==> config.mk <==
export PLATFORM = sky130hd
export DESIGN_NAME = ciseu_front
export DESIGN_NICKNAME = d
export VERILOG_FILES = /design/src/sv/custom_isa_execute_unit_core_defines.svh /design/src/sv/ciseu_pkg.sv /design/src/sv/ciseu_front.sv
export SDC_FILE = /design/constraint.sdc
export NUM_CORES = 1
export LEC_CHECK = 0
export ABC_AREA = 1
export BUFFER_PORTS_ARGS = -buffer_cell sky130_fd_sc_hd__buf_2
export CAP_MARGIN = 20
export CORE_MARGIN = 2
export CORE_UTILIZATION = 29
export DETAILED_ROUTE_END_ITERATION = 16
export PLACE_DENSITY = 0.85
export SLEW_MARGIN = 20
export SYNTH_ARGS = -nofsm -noshare
export SYNTH_HDL_FRONTEND = slang
export SYNTH_SLANG_ARGS = --single-unit
==> constraint.sdc <==
create_clock -name vclk -period 0.8
set_clock_uncertainty 0.2 [all_clocks]
set_input_delay 0.08 -clock vclk [all_inputs]
set_output_delay 0.08 -clock vclk [all_outputs]
set_load 0.005 [all_outputs]
==> src/sv/custom_isa_execute_unit_core_defines.svh <==
// assertion macros shared by the execute unit rtl
// no dependencies; expects clk and rst_n in the including scope
`ifndef CUSTOM_ISA_EXECUTE_UNIT_CORE_DEFINES_SVH
`define CUSTOM_ISA_EXECUTE_UNIT_CORE_DEFINES_SVH

// same-cycle implication, quiet during reset
`define CISEU_ASSERT_IMM(name, ante, cons, msg) \
    name: assert property (@(posedge clk) disable iff (!rst_n) (ante) |-> (cons)) \
        else $error(msg);

// next-cycle implication, quiet during reset
`define CISEU_ASSERT_NEXT(name, ante, cons, msg) \
    name: assert property (@(posedge clk) disable iff (!rst_n) (ante) |=> (cons)) \
        else $error(msg);

`endif

==> src/sv/ciseu_pkg.sv <==
// shared types and constants for the execute unit
// no dependencies
package ciseu_pkg;

    // data store depth, a power of two; register count excludes r0
    localparam int unsigned DATA_WORDS  = 1024;
    localparam int unsigned REG_COUNT   = 31;
    localparam int unsigned DATA_AW     = $clog2(DATA_WORDS);
    localparam int unsigned RF_AW       = $clog2(REG_COUNT);

    localparam int unsigned WORD_W      = 32;
    localparam int unsigned OPC_W       = 4;
    localparam int unsigned REG_IDX_W   = 5;
    localparam int unsigned IMM_W       = 18;
    localparam int unsigned JADDR_W     = 28;
    localparam int unsigned SHAMT_W     = 13;
    localparam int unsigned SHIFT_W     = 5;
    localparam int unsigned MEM_ADDR_W  = 10;

    // instruction field positions
    localparam int unsigned OPC_LSB     = 28;
    localparam int unsigned RA_LSB      = 23;
    localparam int unsigned RB_LSB      = 18;
    localparam int unsigned RC_LSB      = 13;

    // decoded item queue
    localparam int unsigned QUEUE_DEPTH = 2;
    localparam int unsigned QPTR_W      = $clog2(QUEUE_DEPTH);
    localparam int unsigned QCNT_W      = $clog2(QUEUE_DEPTH + 1);

    typedef enum logic [OPC_W-1:0] {
        OP_ADD   = 4'd0,
        OP_SUB   = 4'd1,
        OP_MUL   = 4'd2,
        OP_MOVI  = 4'd3,
        OP_JEQ   = 4'd4,
        OP_AND   = 4'd5,
        OP_XORI  = 4'd6,
        OP_JMP   = 4'd7,
        OP_LSL   = 4'd8,
        OP_LSR   = 4'd9,
        OP_LOAD  = 4'd10,
        OP_STORE = 4'd11
    } opcode_t;

    // item after decode
    typedef struct packed {
        opcode_t                op;
        logic                   bad;
        logic [REG_IDX_W-1:0]   ra;
        logic [REG_IDX_W-1:0]   rb;
        logic [REG_IDX_W-1:0]   rc;
        logic                   ra_ok;
        logic                   rb_ok;
        logic                   rc_ok;
        logic [IMM_W-1:0]       imm;
        logic [JADDR_W-1:0]     jaddr;
        logic [SHIFT_W-1:0]     shift;
        logic                   shift_big;
    } dec_t;

    // executed item held in the output stage
    typedef struct packed {
        logic [WORD_W-1:0]      next_pc;
        logic                   taken;
        logic                   wb_en;
        logic [REG_IDX_W-1:0]   wb_reg;
        logic [WORD_W-1:0]      alu;
        logic                   is_load;
        logic                   mem_write;
        logic [MEM_ADDR_W-1:0]  mem_addr;
        logic [WORD_W-1:0]      mem_data;
        logic                   bad;
    } wres_t;

endpackage

==> src/sv/ciseu_front.sv <==
// front end: splits an instruction word into fields and classifies it
// depends on ciseu_pkg
module ciseu_front (
    input  logic [ciseu_pkg::WORD_W-1:0] instr_word,
    output ciseu_pkg::dec_t              dec
);
    import ciseu_pkg::*;

    logic [OPC_W-1:0]     opc;
    logic [SHAMT_W-1:0]   shamt;

    // register index is live when nonzero and within the file
    function automatic logic idx_ok(input logic [REG_IDX_W-1:0] idx);
        return (idx != '0) && (32'(idx) <= REG_COUNT);
    endfunction

    assign opc   = instr_word[OPC_LSB +: OPC_W];
    assign shamt = instr_word[SHAMT_W-1:0];

    always_comb
    begin
        dec.op        = opcode_t'(opc);
        // top four codes are unused
        dec.bad       = (opc > OP_STORE);
        dec.ra        = instr_word[RA_LSB +: REG_IDX_W];
        dec.rb        = instr_word[RB_LSB +: REG_IDX_W];
        dec.rc        = instr_word[RC_LSB +: REG_IDX_W];
        dec.ra_ok     = idx_ok(dec.ra);
        dec.rb_ok     = idx_ok(dec.rb);
        dec.rc_ok     = idx_ok(dec.rc);
        dec.imm       = instr_word[IMM_W-1:0];
        dec.jaddr     = instr_word[JADDR_W-1:0];
        dec.shift     = shamt[SHIFT_W-1:0];
        // any shift of 32 or more clears the word
        dec.shift_big = |shamt[SHAMT_W-1:SHIFT_W];
    end

endmodule

## After elaboration in Yosys (flattened, before gate mapping)

Cells that the tools add are included.

- Register bits after elaboration: 0
- Input port bits: 32
- Output and inout bits: 75
- Logic and storage cells: 5

- $lt $le $gt $ge: 1
- Reduce and logical (&&, ||, !) cells: 4

Operator list:

| kind | count |
|---|---|
| 5-bit nonzero test | 3 |
| 8-bit OR reduction | 1 |
| 4-bit > comparator, second input constant | 1 |

## Depth between registers and ports, before layout

Gate-level depths: netlist of run 1.

- Word-level depth: 1
- Depth in mapped cells: 4

## Worst setup path after synthesis of run 1

OpenSTA, ideal clock, no wires.

- Path kind: input port to output port
- From: input port instr_word[16] in the netlist's numbering
- To: output port dec[52] in the netlist's numbering
- Arrival: 0.315 ns
- Required time: 0.520 ns
- Slack: 0.205 ns
- Stages: 2
- Path buffers: 0
- Cell sequence: nor3_1 > nand2_1

RTL lines:

| item | line | source |
|---|---|---|
| start: declaration | ciseu_front.sv:4 | `input logic [ciseu_pkg::WORD_W-1:0] instr_word,` |
| end: declaration | ciseu_front.sv:5 | `output ciseu_pkg::dec_t dec` |

==> results of run 1 <==
==> layer usage <==
| metal | GRT usage [%] | wire length [um] | vias to the layer above |
|---|---|---|---|
| met2 | 23.2 | 762 | 63 |
| li1 | - | - | 260 |
| met5 | 0 | 0 | - |
| met4 | 0.450 | 6 | 0 |
| met1 | 5.56 | 324 | 223 |
| met3 | 2.38 | 272 | 2 |
==> path summary, 6_finish.rpt <==
path / start / endpoint / slack, ns
min: instr_word[28] / dec[71] / -0.04
max: instr_word[6] / dec[0] / -0.009
==> area by class of cell <==
type,instances,area (um2)
fill,198,1260
multi-input combinational,17,88.8
inverter,9,33.8
tap,27,33.8
timing repair buffer,93,586
==> synth_stat cells (all sizes together) <==
| cell | n | area share, % |
|---|---|---|
| buf | 70 | 84 |
| inv | 9 | 5.4 |
| nand2 | 9 | 5.4 |
| nor2 | 5 | 3.0 |
| nor3 | 3 | 2.4 |
==> what timing repair did <==
item                                    4_1_cts  5_1_grt
pin swaps                                    11        8
buffers inserted                              0        1
gates resized for setup                      18        7
hold endpoints to repair                     17       17
endpoints found under the setup margin        4        4
==> cell families (layout without fill, tap and decap cells) <==
family	count (synthesis)	count (layout)	synth area share (%)
buf+inv	79	102	89.2
simple gates	17	17	10.8
==> per-stage QoR <==
stage	setup TNS, ns	hold slack (ns)	setup WS, ns
2_1_floorplan	0	0.0321	0.205
3_3_place_gp	-0.116	-0.0399	-0.0422
3_5_place_dp	-0.130	-0.0399	-0.0480
4_1_cts	-0.0128	-0.0399	-0.0128
5_1_grt	-0.123	-0.0400	-0.0602
6_report	-0.0192	-0.0400	-0.00861
==> power groups by stage <==
stage / Sequential (mW) / Clock (mW) / Combinational, mW
final: 0 / 0 / 0.369
after global routing: 0 / 0 / 0.403
after CTS: 0 / 0 / 0.346
after detailed placement: 0 / 0 / 0.304
after global placement: 0 / 0 / 0.298
after floorplan: 0 / 0 / 0.307
==> metrics.txt, run 1 <==
die span in x between 50 and 60 um; Layout area overhead 18.4%; critical path type in -> out; Peak VDD IR around 0.00025 V; Worst path slowest cell buf_2; Fin. Hold Viols 17; Overall Power ~0.37 mW; maximum number of pins on one net before global-route repair 5; total global routing overflow 0; Hold Path Class in -> out; I/O pin total ~110; CP top delay family buffers and inverters; period utilization 101%; CP arrival ~0.53 ns; NumNets Final around 150; number of remaining DRC errors 0; Final setup viols 3; status finished with violations; Clock power frac 0%; IO buf count 83; relative slew slack approximately 91%; Initial Utilization between 30% and 40%; Mapped Cells 96; Die H 50.5 um; post-synthesis cell type count 5; mean area per synthesized cell between 6 and 7 um2; Period minus WS final between 0.8 and 0.9 ns; Setup crit end kind primary output; Slew Limit Fails 0; sequential cell count 0; failing checks hold timing, setup timing; CLK BUF 0; Max Clock Freq around 1200 MHz; P_int approximately 0.23 mW; switching pwr 0.143 mW; Sw Share 38.8%; design area roughly 740 um2; slew of the pin with the lowest slew margin 0.128 ns; Wirelength per Cell a little over 9 um; CP most frequent cell nand2_1; max-cap viol count 0; Post-Syn Nets 128; Final Instance Count excl. Fillers between 100 and 150; Pre-antenna DRT Iters 4; Core ar. approximately 2000 um2; ant diodes 0; Flop pwr share 0%; Setup WS post-layout -0.00861 ns; FF+latch area 0 um2; initial antenna violation count 0; Worst EP required roughly 0.52 ns; RSZ-0062 raised after global routing yes; RD Place Congestion a little over 0.7; fin util 37.1%; commonest non-fill, non-tap cell in the layout buf_2; Ys Warns 0; Hold Crit Depth 0; Critical Path, Cell by Cell buf_6 > inv_2 > nand2_1 > nor2_1 > nand2_1 > buf_2; # rows 16; Post-Route WL 1370 um; GRT Util Overall 9.05%; post-place instance area between 600 and 700 um2; full die area 2550 um2; critical path peak fanout 2; Lkg Pwr roughly 0.48 nW; vias in the first global route between 400 and 500; Post-Syn Area about 630 um2; first-pass GRT wire length 1920 um; Placed Cells 145; combinational share of power between 90% and 100%; WP depth 6; drt via density around 3.8; Seq/Total Area, Yosys 0%; share of layout cells above drive strength 1 84.9%; Iter 0 DRT Violations 1; Hold Slack -0.0400 ns; Routed Antenna Nets 0; CP Launch Type primary input; CP Buf/Inv Count 3; Via Count about 550; pwr dens around 500 nW/um2; Crit path largest cell delay between 0.1 and 0.15 ns; most frequent cells in the layout buf_2 (69), buf_6 (14), nand2_1 (9), buf_4 (9)
Note: power is estimated with default switching activity, not from simulation.
==> run 2, diff against run 1 <==
--- a/config.mk
+++ b/config.mk
@@ -12,6 +12,7 @@
 export CORE_UTILIZATION = 29
 export DETAILED_ROUTE_END_ITERATION = 16
 export PLACE_DENSITY = 0.85
+export SKIP_LAST_GASP = 1
 export SLEW_MARGIN = 20
 export SYNTH_ARGS = -nofsm -noshare
 export SYNTH_HDL_FRONTEND = slang
==> run 2 against run 1 <==
Net effect:
- the flow still finishes with violations (hold timing, setup timing)
- fmax did not move
- count of clock-buffer cells in the layout stayed put
- non-clock buffer count stayed put
- global-route usage did not move
- cell count is the same
- cell area decreased by 2.2%
- routed wire length is 2.3% lower
- largest power group unchanged
- highest routed layer unchanged
==> metrics.txt, run 2 (synthesis results as in run 1) <==
hold wc startpoint instr_word[28]; ant diodes 0; Pre-antenna DRT Iters 4; vias in the first global route approximately 480; Hold Crit Depth 0; CLK BUF 0; Setup WS post-layout -0.00861 ns; design area a little over 700 um2; CP Launch Type primary input; Iter 0 DRT Violations 1; fin util a little over a third; critical path peak fanout 2; Overall Power about 0.36 mW; Period minus WS final ~0.81 ns; sequential cell count 0; Setup crit end kind primary output; I/O pin total approximately 110; Routed Antenna Nets 0; Die H around 50 um; CP arrival 0.53 ns; # rows 16; Via Count 547; combinational share of power 100.0%; RSZ-0062 raised after global routing yes; Hold Slack -0.0400 ns; relative slew slack between 90% and 100%; Sw Share slightly below 40%; first-pass GRT wire length roughly 1900 um; multi-input combinational cell area approximately 89 um2; slew of the pin with the lowest slew margin 0.128 ns; NumNets Final roughly 150; Initial Utilization a little under a third; total global routing overflow 0; Max Clock Freq roughly 1200 MHz; failing checks hold timing, setup timing; IO buf count between 80 and 90; Hold Path Class in -> out; status finished with violations; commonest non-fill, non-tap cell in the layout buf_2; RD Place Congestion 0.710; Core ar. between 2000 and 2500 um2; P_int about 0.22 mW; Fillers around 200; Lkg Pwr about 0.47 nW; Layout area overhead 15.8%; drt via density roughly 3.7; sink of the worst hold path dec[71]; Critical Path, Cell by Cell buf_6 > inv_2 > nand2_1 > nor2_1 > nand2_1 > buf_2; Crit path largest cell delay approximately 0.12 ns; Flop pwr share 0%; pwr dens slightly below 500 nW/um2; critical path type in -> out; Fin. Hold Viols 17; period utilization 101%; Clock power frac 0%; Worst path slowest cell buf_2; Final setup viols 5; post-place instance area a little over 600 um2; max-cap viol count 0; Worst EP required approximately 0.52 ns; switching pwr 0.141 mW; FF+latch area 0 um2; maximum number of pins on one net before global-route repair 5; initial antenna violation count 0; full die area approximately 2500 um2; Post-Route WL roughly 1300 um; die span in x 50.5 um; Peak VDD IR around 0.00020 V; share of layout cells above drive strength 1 between 80% and 90%; most frequent cells in the layout buf_2 (71), buf_6 (11), buf_4 (10); Slew Limit Fails 0; number of remaining DRC errors 0; CP most frequent cell nand2_1; Wirelength per Cell between 9 and 10 um; GRT Util Overall a little under a tenth
-- run 2: how the worst max path moves through the flow --
stage | from | end | slack, ns
5_1_grt | instr_word[5] | dec[0] | -0.06
4_1_cts | instr_word[8] | dec[0] | -0.01
6_report | instr_word[6] | dec[0] | -0.009
2_1_floorplan | instr_word[16] | dec[52] | 0.21
3_5_place_dp | instr_word[6] | dec[0] | -0.05
3_3_place_gp | instr_word[5] | dec[0] | -0.04
-- run 2: per-stage QoR --
stage / setup TNS (ns) / std cells / worst slack [ns] / hold WS (ns)
2_1_floorplan: 0 / 96 / 0.205 / 0.0321
6_report: -0.0351 / 146 / -0.00861 / -0.0400
3_5_place_dp: -0.130 / 145 / -0.0480 / -0.0399
4_1_cts: -0.0128 / 145 / -0.0128 / -0.0399
3_3_place_gp: -0.116 / 145 / -0.0422 / -0.0399
5_1_grt: -0.155 / 146 / -0.0602 / -0.0400
-- run 2: timing repair --
| item | in CTS | in global routing |
|---|---|---|
| pin swaps | 11 | 8 |
| gates cloned | 0 | 0 |
| gates resized for setup | 18 | 4 |
| hold endpoints to repair | 17 | 17 |
| setup buffers | 0 | 1 |
| endpoints found under the setup margin | 4 | 4 |
-- run 2: metal layers --
layer	vias to the layer above	part of all wire (%)	routed length [um]	global-route usage, %
met5	-	0	0	0
met4	0	0.45	6	0.450
met3	2	20	262	2.38
met2	63	55	734	23.2
met1	222	25	331	5.56
li1	260	-	-	-
-- run 2: layout make-up --
class | count | area share (%)
Inverter | 9 | 4.66
Tap cell | 27 | 4.66
Multi-Input combinational cell | 17 | 12.2
Timing Repair Buffer | 93 | 78.4
-- run 2: power groups by stage --
| stage | combinational [mW] | sequential, mW | clock [mW] |
|---|---|---|---|
| after detailed placement | 0.304 | 0 | 0 |
| after global placement | 0.298 | 0 | 0 |
| final | 0.359 | 0 | 0 |
| after global routing | 0.392 | 0 | 0 |
| after floorplan | 0.307 | 0 | 0 |
| after CTS | 0.346 | 0 | 0 |
-- run 2: worst max-delay path: cells and delay by family --
family / cells / cell delay (ns)
simple gates: 3 / 0.20
buf+inv: 3 / 0.24
