<file path="src/sv/custom_isa_execute_unit_core_defines.svh">
// assertion macros shared by the execute unit rtl
// no dependencies; expects clk and rst_n in the including scope
`ifndef CUSTOM_ISA_EXECUTE_UNIT_CORE_DEFINES_SVH
`define CUSTOM_ISA_EXECUTE_UNIT_CORE_DEFINES_SVH

// same-cycle implication, quiet during reset
`define CISEU_ASSERT_IMM(name, ante, cons, msg) \
    name: assert property (@(posedge clk) disable iff (!rst_n) (ante) |-> (cons)) \
        else $error(msg);

// next-cycle implication, quiet during reset
`define CISEU_ASSERT_NEXT(name, ante, cons, msg) \
    name: assert property (@(posedge clk) disable iff (!rst_n) (ante) |=> (cons)) \
        else $error(msg);

`endif

</file>
<file path="src/sv/ciseu_pkg.sv">
// shared types and constants for the execute unit
// no dependencies
package ciseu_pkg;

    // data store depth, a power of two; register count excludes r0
    localparam int unsigned DATA_WORDS  = 1024;
    localparam int unsigned REG_COUNT   = 31;
    localparam int unsigned DATA_AW     = $clog2(DATA_WORDS);
    localparam int unsigned RF_AW       = $clog2(REG_COUNT);

    localparam int unsigned WORD_W      = 32;
    localparam int unsigned OPC_W       = 4;
    localparam int unsigned REG_IDX_W   = 5;
    localparam int unsigned IMM_W       = 18;
    localparam int unsigned JADDR_W     = 28;
    localparam int unsigned SHAMT_W     = 13;
    localparam int unsigned SHIFT_W     = 5;
    localparam int unsigned MEM_ADDR_W  = 10;

    // instruction field positions
    localparam int unsigned OPC_LSB     = 28;
    localparam int unsigned RA_LSB      = 23;
    localparam int unsigned RB_LSB      = 18;
    localparam int unsigned RC_LSB      = 13;

    // decoded item queue
    localparam int unsigned QUEUE_DEPTH = 2;
    localparam int unsigned QPTR_W      = $clog2(QUEUE_DEPTH);
    localparam int unsigned QCNT_W      = $clog2(QUEUE_DEPTH + 1);

    typedef enum logic [OPC_W-1:0] {
        OP_ADD   = 4'd0,
        OP_SUB   = 4'd1,
        OP_MUL   = 4'd2,
        OP_MOVI  = 4'd3,
        OP_JEQ   = 4'd4,
        OP_AND   = 4'd5,
        OP_XORI  = 4'd6,
        OP_JMP   = 4'd7,
        OP_LSL   = 4'd8,
        OP_LSR   = 4'd9,
        OP_LOAD  = 4'd10,
        OP_STORE = 4'd11
    } opcode_t;

    // item after decode
    typedef struct packed {
        opcode_t                op;
        logic                   bad;
        logic [REG_IDX_W-1:0]   ra;
        logic [REG_IDX_W-1:0]   rb;
        logic [REG_IDX_W-1:0]   rc;
        logic                   ra_ok;
        logic                   rb_ok;
        logic                   rc_ok;
        logic [IMM_W-1:0]       imm;
        logic [JADDR_W-1:0]     jaddr;
        logic [SHIFT_W-1:0]     shift;
        logic                   shift_big;
    } dec_t;

    // executed item held in the output stage
    typedef struct packed {
        logic [WORD_W-1:0]      next_pc;
        logic                   taken;
        logic                   wb_en;
        logic [REG_IDX_W-1:0]   wb_reg;
        logic [WORD_W-1:0]      alu;
        logic                   is_load;
        logic                   mem_write;
        logic [MEM_ADDR_W-1:0]  mem_addr;
        logic [WORD_W-1:0]      mem_data;
        logic                   bad;
    } wres_t;

endpackage

</file>
<file path="src/sv/ciseu_queue.sv">
// short fifo of decoded items between front and back
// depends on ciseu_pkg
module ciseu_queue (
    input  logic            clk,
    input  logic            rst_n,
    input  logic            push,
    input  ciseu_pkg::dec_t push_item,
    output logic            push_ready,
    input  logic            pop,
    output logic            head_valid,
    output ciseu_pkg::dec_t head_item
);
    import ciseu_pkg::*;

    dec_t               slot_reg [QUEUE_DEPTH];
    logic [QPTR_W-1:0]  wr_ptr_reg, wr_ptr_next;
    logic [QPTR_W-1:0]  rd_ptr_reg, rd_ptr_next;
    logic [QCNT_W-1:0]  cnt_reg, cnt_next;

    function automatic logic [QPTR_W-1:0] ptr_inc(input logic [QPTR_W-1:0] p);
        return (32'(p) == QUEUE_DEPTH - 1) ? '0 : p + 1'b1;
    endfunction

    assign push_ready = (32'(cnt_reg) != QUEUE_DEPTH);
    assign head_valid = (cnt_reg != '0);
    assign head_item  = slot_reg[rd_ptr_reg];

    always_comb
    begin
        wr_ptr_next = push ? ptr_inc(wr_ptr_reg) : wr_ptr_reg;
        rd_ptr_next = pop  ? ptr_inc(rd_ptr_reg) : rd_ptr_reg;
        cnt_next    = cnt_reg;
        if (push && !pop)
        begin
            cnt_next = cnt_reg + 1'b1;
        end
        else if (pop && !push)
        begin
            cnt_next = cnt_reg - 1'b1;
        end
    end

    always_ff @(posedge clk or negedge rst_n)
    begin
        if (!rst_n)
        begin
            wr_ptr_reg <= '0;
            rd_ptr_reg <= '0;
            cnt_reg    <= '0;
        end
        else
        begin
            wr_ptr_reg <= wr_ptr_next;
            rd_ptr_reg <= rd_ptr_next;
            cnt_reg    <= cnt_next;
        end
    end

    always_ff @(posedge clk)
    begin
        if (push)
        begin
            slot_reg[wr_ptr_reg] <= push_item;
        end
    end

endmodule

</file>
<file path="config.mk">
export PLATFORM = sky130hd
export DESIGN_NAME = ciseu_queue
export DESIGN_NICKNAME = d
export VERILOG_FILES = /design/src/sv/custom_isa_execute_unit_core_defines.svh /design/src/sv/ciseu_pkg.sv /design/src/sv/ciseu_queue.sv
export SDC_FILE = /design/constraint.sdc
export NUM_CORES = 1
export LEC_CHECK = 0
export BUFFER_PORTS_ARGS = -buffer_cell sky130_fd_sc_hd__buf_2
export CAP_MARGIN = 20
export CORE_ASPECT_RATIO = 0.8
export CORE_MARGIN = 2
export CORE_UTILIZATION = 35
export CTS_BUF_LIST = sky130_fd_sc_hd__clkbuf_8
export DETAILED_ROUTE_END_ITERATION = 12
export GPL_TIMING_DRIVEN = 0
export PLACE_DENSITY_LB_ADDON = 0.2
export SLEW_MARGIN = 10
export SYNTH_ARGS = -nofsm -noshare
export SYNTH_HDL_FRONTEND = slang
export SYNTH_SLANG_ARGS = --single-unit
</file>
<file path="constraint.sdc">
create_clock -name clk -period 4 [get_ports clk]
set_input_delay 0.2 -clock clk [delete_from_list [all_inputs] [get_ports clk]]
set_output_delay 0.2 -clock clk [all_outputs]
set_load 0.01 [all_outputs]
</file>
=== Yosys cells after proc, flatten, opt, wreduce, memory -nomap -nowiden ===
Memories as Yosys holds them, arrays and structs flattened.
Index checks and enable logic that the tools add are counted.

* Add/subtract/negate cells: 4
* Eq/ne operators: 1
* Mux-type cells: 6
* Reduce and logical (&&, ||, !) cells: 6

{| class="wikitable"
|+ Operator list
! operator !! number
|-
| 1-bit two-way mux || 4
|-
| 2-bit two-way mux || 2
|-
| 2-bit nonzero test || 2
|-
| 1-bit adder, second input constant || 2
|-
| 2-bit by 1-bit adder with 2-bit output, second input constant || 1
|-
| 1-bit logical AND || 2
|-
| 1-bit zero test || 2
|-
| 2-bit inequality test, second input constant || 1
|-
| 2-bit by 1-bit subtractor with 2-bit output, second input constant || 1
|}

* Memories kept: 1
* Output and inout bits: 77
* Flip-flop bits (word level): 4
* Memory bits (writable): 150
* Bits of input ports: 79
* Word-level logic and storage cells: 21

{| class="wikitable"
|+ Memory list
! memory !! words !! bits a word !! read ports !! clocked after memory_dff !! wr ports !! RTL line !! RTL
|-
| slot_reg || 2 || 75 || 1 || 0 || 1 || ciseu_queue.sv:15 || <nowiki>dec_t slot_reg [QUEUE_DEPTH];</nowiki>
|}

=== Depth between registers and ports, before layout ===
Gate-level depths: netlist of the first run.

* Word-level depth: 4
* Mapped depth: 5
* Mapped depth without buffers: 5

=== Worst setup path after synthesis of the first run ===
Ideal clock, no wire load.

* Path kind: flip-flop to flip-flop
* Start: reg wr_ptr_reg
* End: mem slot_reg[0][0] (netlist bit), enable pin
* Required time: 3.482 ns
* Path slack: -0.248 ns
* Buffers on the path: 0
* Period minus slack after synthesis: 4.248 ns
* Library setup time: 0.518 ns
* Data arrival time: 3.730 ns
* Cell stages (with the launch flop): 2
* Path through: dfrtp_1 nor2b_1

{| class="wikitable"
|+ RTL lines
! item !! RTL line !! RTL
|-
| start, declared || ciseu_queue.sv:16 || <nowiki>logic [QPTR_W-1:0] wr_ptr_reg, wr_ptr_next;</nowiki>
|-
| start signal, assigned || ciseu_queue.sv:53 || <nowiki>wr_ptr_reg <= wr_ptr_next;</nowiki>
|-
| end, declared || ciseu_queue.sv:15 ||
|}

No word-level cell before the write port.

==> impl_metrics.tcl, run 1 <==
set metrics [dict create \
    antenna-diode-count 0 \
    clock-sinks 154 \
    crit_type "flop to output port" \
    regArea_um2 4600 \
    portBuffers 155 \
    grt_pass1_wl_mm 17.1 \
    final-hold-violation-count 0 \
    placed_cells 622 \
    numCtsBuffers 17 \
    wl_mm 10.9 \
    core_um2 16000 \
    cts_buffer_depth 2 \
    drv_cap 0 \
    drt-initial-drc-count 102 \
    place_ws_ns 2.05 \
    wire_per_inst_um 14.9 \
    post_synth_num_cell_types 16 \
    cts_hold_buf 78 \
    multi_input_area_um2 1090 \
    post_drt_via_cell_ratio 4.27 \
    fp.dieH_um 119 \
    nFillCells 1330 \
    powerDensity_nw_per_um2 623 \
    status "finished, final reports clean" \
    worstSetupEndpointType "output port" \
    ios 156 \
    path_clk_slew_ns 0.08 \
    hold_path_class "primary input to asynchronous set/reset pin" \
    ff2ff_path_depth 3 \
    crit_start "rd_ptr_reg" \
    cp_max_fo 10 \
    largest_reg_flops 150 \
    period_needed_ns 1.96 \
    crit_required_ns 3.80 \
    clockRootBuffer "clkbuf_8" \
    utilization 0.503 \
    grt_pass1_vias 3354 \
    yosys_warnings 0 \
    rsz0062_at_grt "no" \
    r2r_slack_ns 2.09 \
    dp_hpwl_mm 6.96 \
    antenna_found_initial 0 \
    die_x_um 147 \
    dpl-instance-area_um2 6880 \
    placementRows 41 \
    postCtsSetupBuffers 0 \
    ys_seq_area_frac 0.800 \
    synth_nets 329 \
    fin_hold_ws_ns 0.0950 \
    firstDrtPassIters 4 \
    critPathArrivalTime_ns 1.76 \
    yosys_most_used_dff "edfxtp_1" \
    start_util 0.361 \
    synth-async-reset-ratio 0.0260 \
    drive_gt1_frac 0.523 \
    synth_area_um2 5760 \
    grt.total_usage 0.130 \
    setup_viol 0 \
    grt_max_degree 52 \
    drc 0 \
    ys_top_cells_by_area "edfxtp_1 (78%), mux2_4 (10%), mux2_2 (6.8%)" \
    r2r_start "wr_ptr_reg" \
    cts_resized 0 \
    slew_violations 0 \
    postRouteAntennaNets 0 \
    p_leak_nw 3.17 \
    cts.htree.levels 4 \
    ys_ff_latch 154 \
    synth-edff-count 150 \
    area_growth_pct 39.5 \
    worst_slack_ns 2.04 \
    fmax_mhz 510 \
    num_vias 3116 \
    cts_tree "built" \
    postSynthAreaPerCell_um2 23.1 \
    fin_cells 729 \
    slew-limit-headroom 0.468 \
    vdd_ir_drop_max_mv 0.338 \
    finalCritPeriodShare 0.490 \
    netlist.area_leader.share 0.783 \
    dieArea_um2 17500 \
    layout.nets 584 \
    fin_area_um2 8030 \
    skew_ns 0.00701 \
    gp_congestion 0.657 \
    endpoint "head_item[30]" \
    overflow 0 \
    clk_latency_ns 0.44 \
    synthCells 249 \
    rr_endpoint "slot_reg[0][29]" \
    critPathLaunchType "flop" \
    worstMarginPinSlew_ns 0.796 \
    synth_top_cell_by_area "edfxtp_1" \
]
## placed cells by master (no fill, tap or decap), types with 2 or more instances in the layout
| cell type | n |
|---|---|
| buf_2 | 158 |
| edfxtp_1 | 150 |
| dlygate4sd3_1 | 78 |
| mux2_4 | 40 |
| mux2_2 | 35 |
| clkbuf_8 | 17 |
| buf_6 | 4 |
| inv_1 | 4 |
| xor2_1 | 4 |
| dfrtp_1 | 4 |
| bufinv_16 | 3 |
| clkinvlp_4 | 3 |
| clkinv_2 | 2 |
| buf_12 | 2 |
## critical path, stage by stage (launching register included)
cell and delay [ns]:
dfrtp_1 0.40, buf_4 0.25, buf_6 0.21, mux2_4 0.31, buf_2 0.14
## layer usage
metal / share of wire / GRT usage / routed length, um / vias to the layer above
met1: 0.44 / 0.154 / 4780 / 1486
met2: 0.47 / 0.210 / 5060 / 125
li1: - / - / - / 1491
met5: 0 / 0 / 0 / -
met4: 0.012 / 0.0487 / 135 / 0
met3: 0.083 / 0.0552 / 898 / 14
## where the power goes
| part | total (mW) | leakage (nW) | internal [mW] | switching [mW] |
|---|---|---|---|---|
| sequential | 2.22 | 1.45 | 2.14 | 0.0820 |
| clock | 1.13 | 0.190 | 0.594 | 0.534 |
| combinational | 1.66 | 1.52 | 0.853 | 0.803 |
## worst min path at each step
stage / start / end / slack [ns] / cells past startpoint
after floorplan: rst_n / cnt_reg[0] / -0.1 / 0
after global placement: rst_n / cnt_reg[0] / 0.01 / 1
after detailed placement: rst_n / cnt_reg[1] / 0.02 / 1
after CTS: rst_n / wr_ptr_reg / 0.06 / 2
after global routing: rst_n / cnt_reg[0] / 0.07 / 2
final: rst_n / cnt_reg[0] / 0.09 / 2
## cell usage after synthesis (3+ instances only)
master / number
edfxtp_1: 150
mux2_4: 40
mux2_2: 35
buf_6: 4
dfrtp_1: 4
xor2_1: 4
buf_2: 3
## logic make-up (layout without fill, tap and decap cells)
family	count (synthesis)	after routing	synth area share
xor+xnor	5	5	0.00761
fa+ha+maj	1	1	0.00217
buf+inv	9	274	0.0124
flops	154	154	0.800
mux	75	75	0.173
simple gates	5	5	0.00500
## layout make-up
type / count / share of cell area
well taps: 215 / 0.0335
multi-input cells: 86 / 0.136
repair buffers: 236 / 0.202
flip-flops and latches: 154 / 0.573
clock inverters: 12 / 0.0171
inverters: 1 / 0.000467
clock buffers: 17 / 0.0291
plain buffers: 8 / 0.00841
## metrics by stage
| step | setup TNS, ns | total power [mW] |
|---|---|---|
| final | 0 | 5.00 |
| after global routing | 0 | 5.27 |
| after global placement | -1.87 | 3.86 |
| after detailed placement | 0 | 3.89 |
| after CTS | 0 | 5.09 |
| after floorplan | 0 | 3.30 |
No activity file was read; power rests on OpenSTA's default activity.
==> run 2: changes to the inputs <==
--- a/config.mk
+++ b/config.mk
@@ -5,6 +5,7 @@
 export SDC_FILE = /design/constraint.sdc
 export NUM_CORES = 1
 export LEC_CHECK = 0
+export ABC_AREA = 1
 export BUFFER_PORTS_ARGS = -buffer_cell sky130_fd_sc_hd__buf_2
 export CAP_MARGIN = 20
 export CORE_ASPECT_RATIO = 0.8
==> constraint.sdc (replaced) <==
create_clock -name clk -period 1.57 [get_ports clk]
set_input_delay 0.0785 -clock clk [delete_from_list [all_inputs] [get_ports clk]]
set_output_delay 0.0785 -clock clk [all_outputs]
set_load 0.01 [all_outputs]
==> run 2 against run 1 <==
  * Sequential cell count is the same
  * Setup slack lost 2.2 ns
  * The run now ends with setup timing left
  * Wire length up 9.0%
  * Critical path depth unchanged
  * Sequential share of layout area is 5.6 points lower
==> impl_metrics.tcl, run 2 <==
set metrics [dict create \
    status "finished with violations" \
    violations "setup timing" \
    yosys_warnings 0 \
    slew_violations 0 \
    grt_pass1_wl_mm 18.1 \
    post_drt_via_cell_ratio 4.31 \
    crit_family "buffers and inverters" \
    largest_reg_flops 150 \
    utilization 0.558 \
    rsz0062_at_grt "yes" \
    min_path_cells 2 \
    dp_hpwl_mm 7.08 \
    hold_start "push_item[56]" \
    postSynthAreaPerCell_um2 22.4 \
    netlist.area_leader.share 0.780 \
    ff2ff_path_depth 3 \
    setup_viol 74 \
    core_um2 16000 \
    drt-initial-drc-count 136 \
    fin_cells 753 \
    synthCells 258 \
    worstPathCellList "buf_12 -> buf_12 -> mux2_4 -> buf_2" \
    synth_top_cell_by_area "edfxtp_1" \
    ys_top_cells_by_area "edfxtp_1 (78%), mux2_4 (10%), mux2_2 (6.8%)" \
    worstMarginPinSlew_ns 0.208 \
    wl_mm 11.9 \
    placementRows 41 \
    grt_pass1_vias 3558 \
    rr_endpoint "slot_reg[0][49]" \
    vdd_ir_drop_max_mv 1.04 \
    slowest_delay_ns 0.45 \
    period_needed_ns 1.72 \
    wire_per_inst_um 15.7 \
    die_x_um 148 \
    r2r_slack_ns 0.29 \
    endpoint "head_item[37]" \
    drive_gt1_frac 0.533 \
    cts_buffer_depth 2 \
    clockRootBuffer "clkbuf_8" \
    grt.total_usage 0.137 \
    fmax_mhz 580 \
    yosys_most_used_dff "edfxtp_1" \
    num_vias 3244 \
    worstSetupEndpointType "output port" \
    hold_path_class "primary input to flop" \
    critPathMostFrequentCell "buf_12" \
    antenna-diode-count 0 \
    critPathArrivalTime_ns 1.64 \
    crit_slowest_cell "dfrtp_2" \
    synth_area_um2 5770 \
    placed_cells 634 \
    clk_latency_ns 0.44 \
    overflow 0 \
    postRouteAntennaNets 0 \
    path_buf_inv 3 \
    cts_tree "built" \
    start_util 0.362 \
    yosysMostFrequentCell "edfxtp_1" \
    area_growth_pct 54.3 \
    numCtsBuffers 17 \
    synth-async-reset-ratio 0.0260 \
    antenna_found_initial 0 \
    portBuffers 155 \
    crit_type "flop to output port" \
    skew_ns 0.00850 \
    cp.depth 4 \
    dieArea_um2 17500 \
    crit_start "rd_ptr_reg" \
    mostFrequentLayoutCell "edfxtp_1" \
    worst_slack_ns -0.153 \
    fp.dieH_um 119 \
    drv_cap 0 \
    ios 156 \
    clock-sinks 154 \
    synth_nets 338 \
    grt_max_degree 31 \
    crit_required_ns 1.49 \
    p_leak_nw 3.59 \
    cp_max_fo 10 \
    synth-edff-count 150 \
    cts.htree.levels 4 \
    critPathLaunchType "flop" \
    ys_seq_area_frac 0.798 \
    r2r_start "wr_ptr_reg" \
    post_synth_num_cell_types 15 \
    finalCritPeriodShare 1.10 \
    ys_ff_latch 154 \
    synthTopCellsByCount "edfxtp_1 (150), mux2_4 (40), mux2_2 (35)" \
    firstDrtPassIters 5 \
    path_clk_slew_ns 0.08 \
    final-hold-violation-count 0 \
    powerDensity_nw_per_um2 1680 \
    slew-limit-headroom 0.861 \
    most-common-layout-cells "edfxtp_1 (150), buf_2 (86), dlygate4sd3_1 (79), buf_6 (71), mux2_4 (63)" \
    gp_congestion 0.670 \
    drc 0 \
    layout.nets 606 \
]
run 2: kinds of logic (layout without fill, tap and decap cells):
logic type / Yosys count / in the layout / synth area share
xor gates and xnor gates: 3 / 3 / 0.00455
DFF: 154 / 154 / 0.798
muxes: 75 / 75 / 0.172
adders and majority gates: 1 / 1 / 0.00217
buffers and inverters: 15 / 295 / 0.0163
and+or+nand+nor: 10 / 10 / 0.00715
run 2: final cells by class:
class | count | area [um^2]
Timing Repair Buffer | 249 | 2260
Clock buffer | 17 | 234
Tap cell | 215 | 269
Clock inverter | 14 | 181
Sequential cell | 154 | 4610
Buffer | 8 | 160
Multi-Input combinational cell | 89 | 1170
Fill cell | 1231 | 7050
Inverter | 7 | 30.0
run 2: worst min path at each step:
| stage | slack [ns] | to |
|---|---|---|
| after floorplan | -0.22 | cnt_reg[0] |
| after global placement | -0.11 | rd_ptr_reg |
| after detailed placement | -0.11 | rd_ptr_reg |
| after CTS | 0.32 | slot_reg[0][56] |
| after global routing | 0.33 | slot_reg[1][3] |
| final | 0.36 | slot_reg[1][56] |
run 2: what timing repair did:
item                       CTS  global route
hold endpoints to repair   156             0
resized for setup           98            26
buffers inserted             8             1
pin swaps                    1             0
hold buffers                79             0
cloned                       2             0
setup endpoints to repair  152            75
run 2: per-layer routing:
| layer | part of all wire | global-route usage |
|---|---|---|
| met4 | 0.0089 | 0.0469 |
| met5 | 0 | 0 |
| met2 | 0.48 | 0.228 |
| met3 | 0.074 | 0.0594 |
| met1 | 0.43 | 0.159 |
run 2: through the flow:
| stage | setup slack [ns] | hold slack (ns) | instance area (um^2) | total power [mW] | setup TNS (ns) |
|---|---|---|---|---|---|
| final | -0.153 | 0.357 | 8910 | 15.0 | -9.09 |
| after global routing | -0.230 | 0.325 | 8910 | 15.7 | -14.53 |
| after CTS | -0.200 | 0.323 | 8830 | 15.0 | -12.93 |
| after detailed placement | -0.0809 | -0.106 | 6980 | 10.1 | -1.94 |
| after global placement | -1.20 | -0.111 | 6830 | 9.82 | -173.08 |
| after floorplan | -0.402 | -0.217 | 5790 | 8.40 | -58.78 |
run 2: power breakdown:
part           leakage (nW)  switching, mW  internal, mW
Combinational          1.92           2.49          3.72
Clock                 0.212           1.41          1.70
Sequential             1.45          0.229          5.44
Total                  3.59           4.13          10.9
==> run 3: changes to the inputs <==
==> constraint.sdc (replaced) <==
create_clock -name clk -period 1.8 [get_ports clk]
set_input_delay 0.09 -clock clk [delete_from_list [all_inputs] [get_ports clk]]
set_output_delay 0.09 -clock clk [all_outputs]
set_load 0.01 [all_outputs]
==> run 3 against run 2 <==
  * Via count down 1.7%
  * Power down 19%
  * Global-route usage fell by 0.55 points
  * The run now ends clean
  * Clock power decreased by 13%
  * Sequential power shrank 13%
  * Critical endpoint is now head_item[27]
  * Wire length fell by 4.9%
  * Critical path depth did not move
==> impl_metrics.tcl, run 3 (synthesis gave the netlist of run 2 again) <==
set metrics [dict create \
    critPathLaunchType "flop" \
    grt_pass1_wl_mm 17.4 \
    wire_per_inst_um 15.1 \
    skew_ns 0.00629 \
    clockRootBuffer "clkbuf_8" \
    period_needed_ns 1.75 \
    powerDensity_nw_per_um2 1440 \
    vdd_ir_drop_max_mv 0.803 \
    numCtsBuffers 17 \
    grt.total_usage 0.132 \
    gp_congestion 0.670 \
    place_ws_ns 0.149 \
    drt-initial-drc-count 137 \
    cts.htree.levels 4 \
    hold_start "push_item[56]" \
    path_clk_slew_ns 0.08 \
    cp.depth 4 \
    start_util 0.362 \
    mostFrequentLayoutCell "edfxtp_1" \
    drc 0 \
    min_path_cells 2 \
    status "finished, final reports clean" \
    area_growth_pct 47.4 \
    largest_reg_flops 150 \
    worstPathCellList "buf_12 -> buf_12 -> mux2_4 -> buf_2" \
    num_vias 3188 \
    slew_violations 0 \
    nFillCells 1277 \
    slew-limit-headroom 0.593 \
    worstMarginPinSlew_ns 0.610 \
    dpl-instance-area_um2 6980 \
    critPathArrivalTime_ns 1.66 \
    worstSetupEndpointType "output port" \
    clk_latency_ns 0.44 \
    most-common-layout-cells "edfxtp_1 (150), buf_2 (119), dlygate4sd3_1 (79), mux2_4 (40), buf_6 (36)" \
    die_x_um 148 \
    crit_start "rd_ptr_reg" \
    rsz0062_at_grt "yes" \
    p_leak_nw 3.37 \
    wl_mm 11.3 \
    setup_viol 0 \
    hold_path_class "primary input to flop" \
    final-hold-violation-count 0 \
    crit_required_ns 1.71 \
    ff2ff_path_depth 3 \
    grt_max_degree 31 \
    fin_hold_ws_ns 0.368 \
    antenna-diode-count 0 \
    utilization 0.533 \
    dieArea_um2 17500 \
    core_um2 16000 \
    fin_area_um2 8510 \
    r2r_start "wr_ptr_reg" \
    cp_max_fo 10 \
    firstDrtPassIters 4 \
    grt_pass1_vias 3467 \
    layout.nets 599 \
    path_buf_inv 3 \
    cts_tree "built" \
    fmax_mhz 571 \
    finalCritPeriodShare 0.973 \
    cts_buffer_depth 2 \
    drive_gt1_frac 0.527 \
    fp.dieH_um 119 \
    crit_family "buffers and inverters" \
    crit_slowest_cell "dfrtp_2" \
    clock-sinks 154 \
    post_drt_via_cell_ratio 4.27 \
    crit_type "flop to output port" \
    antenna_found_initial 0 \
    postRouteAntennaNets 0 \
    worst_slack_ns 0.0480 \
    portBuffers 155 \
    total_power_mw 12.2 \
    critPathMostFrequentCell "buf_12" \
    placementRows 41 \
    overflow 0 \
    slowest_delay_ns 0.46 \
    dp_hpwl_mm 7.08 \
    ios 156 \
    drv_cap 0 \
]
## run 3: cell count changes in the layout (fill, tap and decap cells not counted), sizes merged
cell,before,now
buf,178,168
bufbuf,0,1
clkbuf,17,19
## run 3: metrics by stage
step / std cells / TNS (ns)
after floorplan: 258 / -24.28
after global placement: 628 / -138.58
after detailed placement: 634 / 0
after CTS: 746 / -0.177
after global routing: 746 / -0.939
final: 746 / 0
## run 3: area by class of cell
class / instances / area, um^2 / share of cell area
buffer: 8 / 123 / 0.0144
clock buffer: 17 / 234 / 0.0275
clock inverter: 14 / 181 / 0.0213
inverter: 7 / 30.0 / 0.00353
multi-input combinational: 89 / 1080 / 0.127
sequential: 154 / 4610 / 0.541
tap: 215 / 269 / 0.0316
timing repair buffer: 242 / 1980 / 0.233
## run 3: metal layers
layer	routed length (um)	up-vias	global-route usage
met4	141	0	0.0469
met5	0	-	0
met3	894	9	0.0571
li1	-	1527	-
met1	4720	1539	0.152
met2	5520	113	0.219
## run 3: final timing paths
path                                   endpoint  slack [ns]
min in group asynchronous            cnt_reg[0]        0.56
max in group asynchronous            rd_ptr_reg        1.05
worst min-delay path            slot_reg[1][56]        0.37
worst min register to register       cnt_reg[0]        0.51
worst max-delay path              head_item[27]        0.05
worst max register to register  slot_reg[0][31]        0.17
## run 3: timing repair
item / in CTS / in global routing
endpoints found under the hold margin: 156 / 0
resized for setup: 10 / 41
setup endpoints to repair: 40 / 63
hold buffers: 79 / 0
buffers inserted: 1 / 0
gates cloned: 1 / 0
## run 3: report_power, final
| group | internal, mW | switching [mW] |
|---|---|---|
| Combinational | 2.59 | 1.96 |
| Sequential | 4.75 | 0.194 |
| Clock | 1.49 | 1.23 |
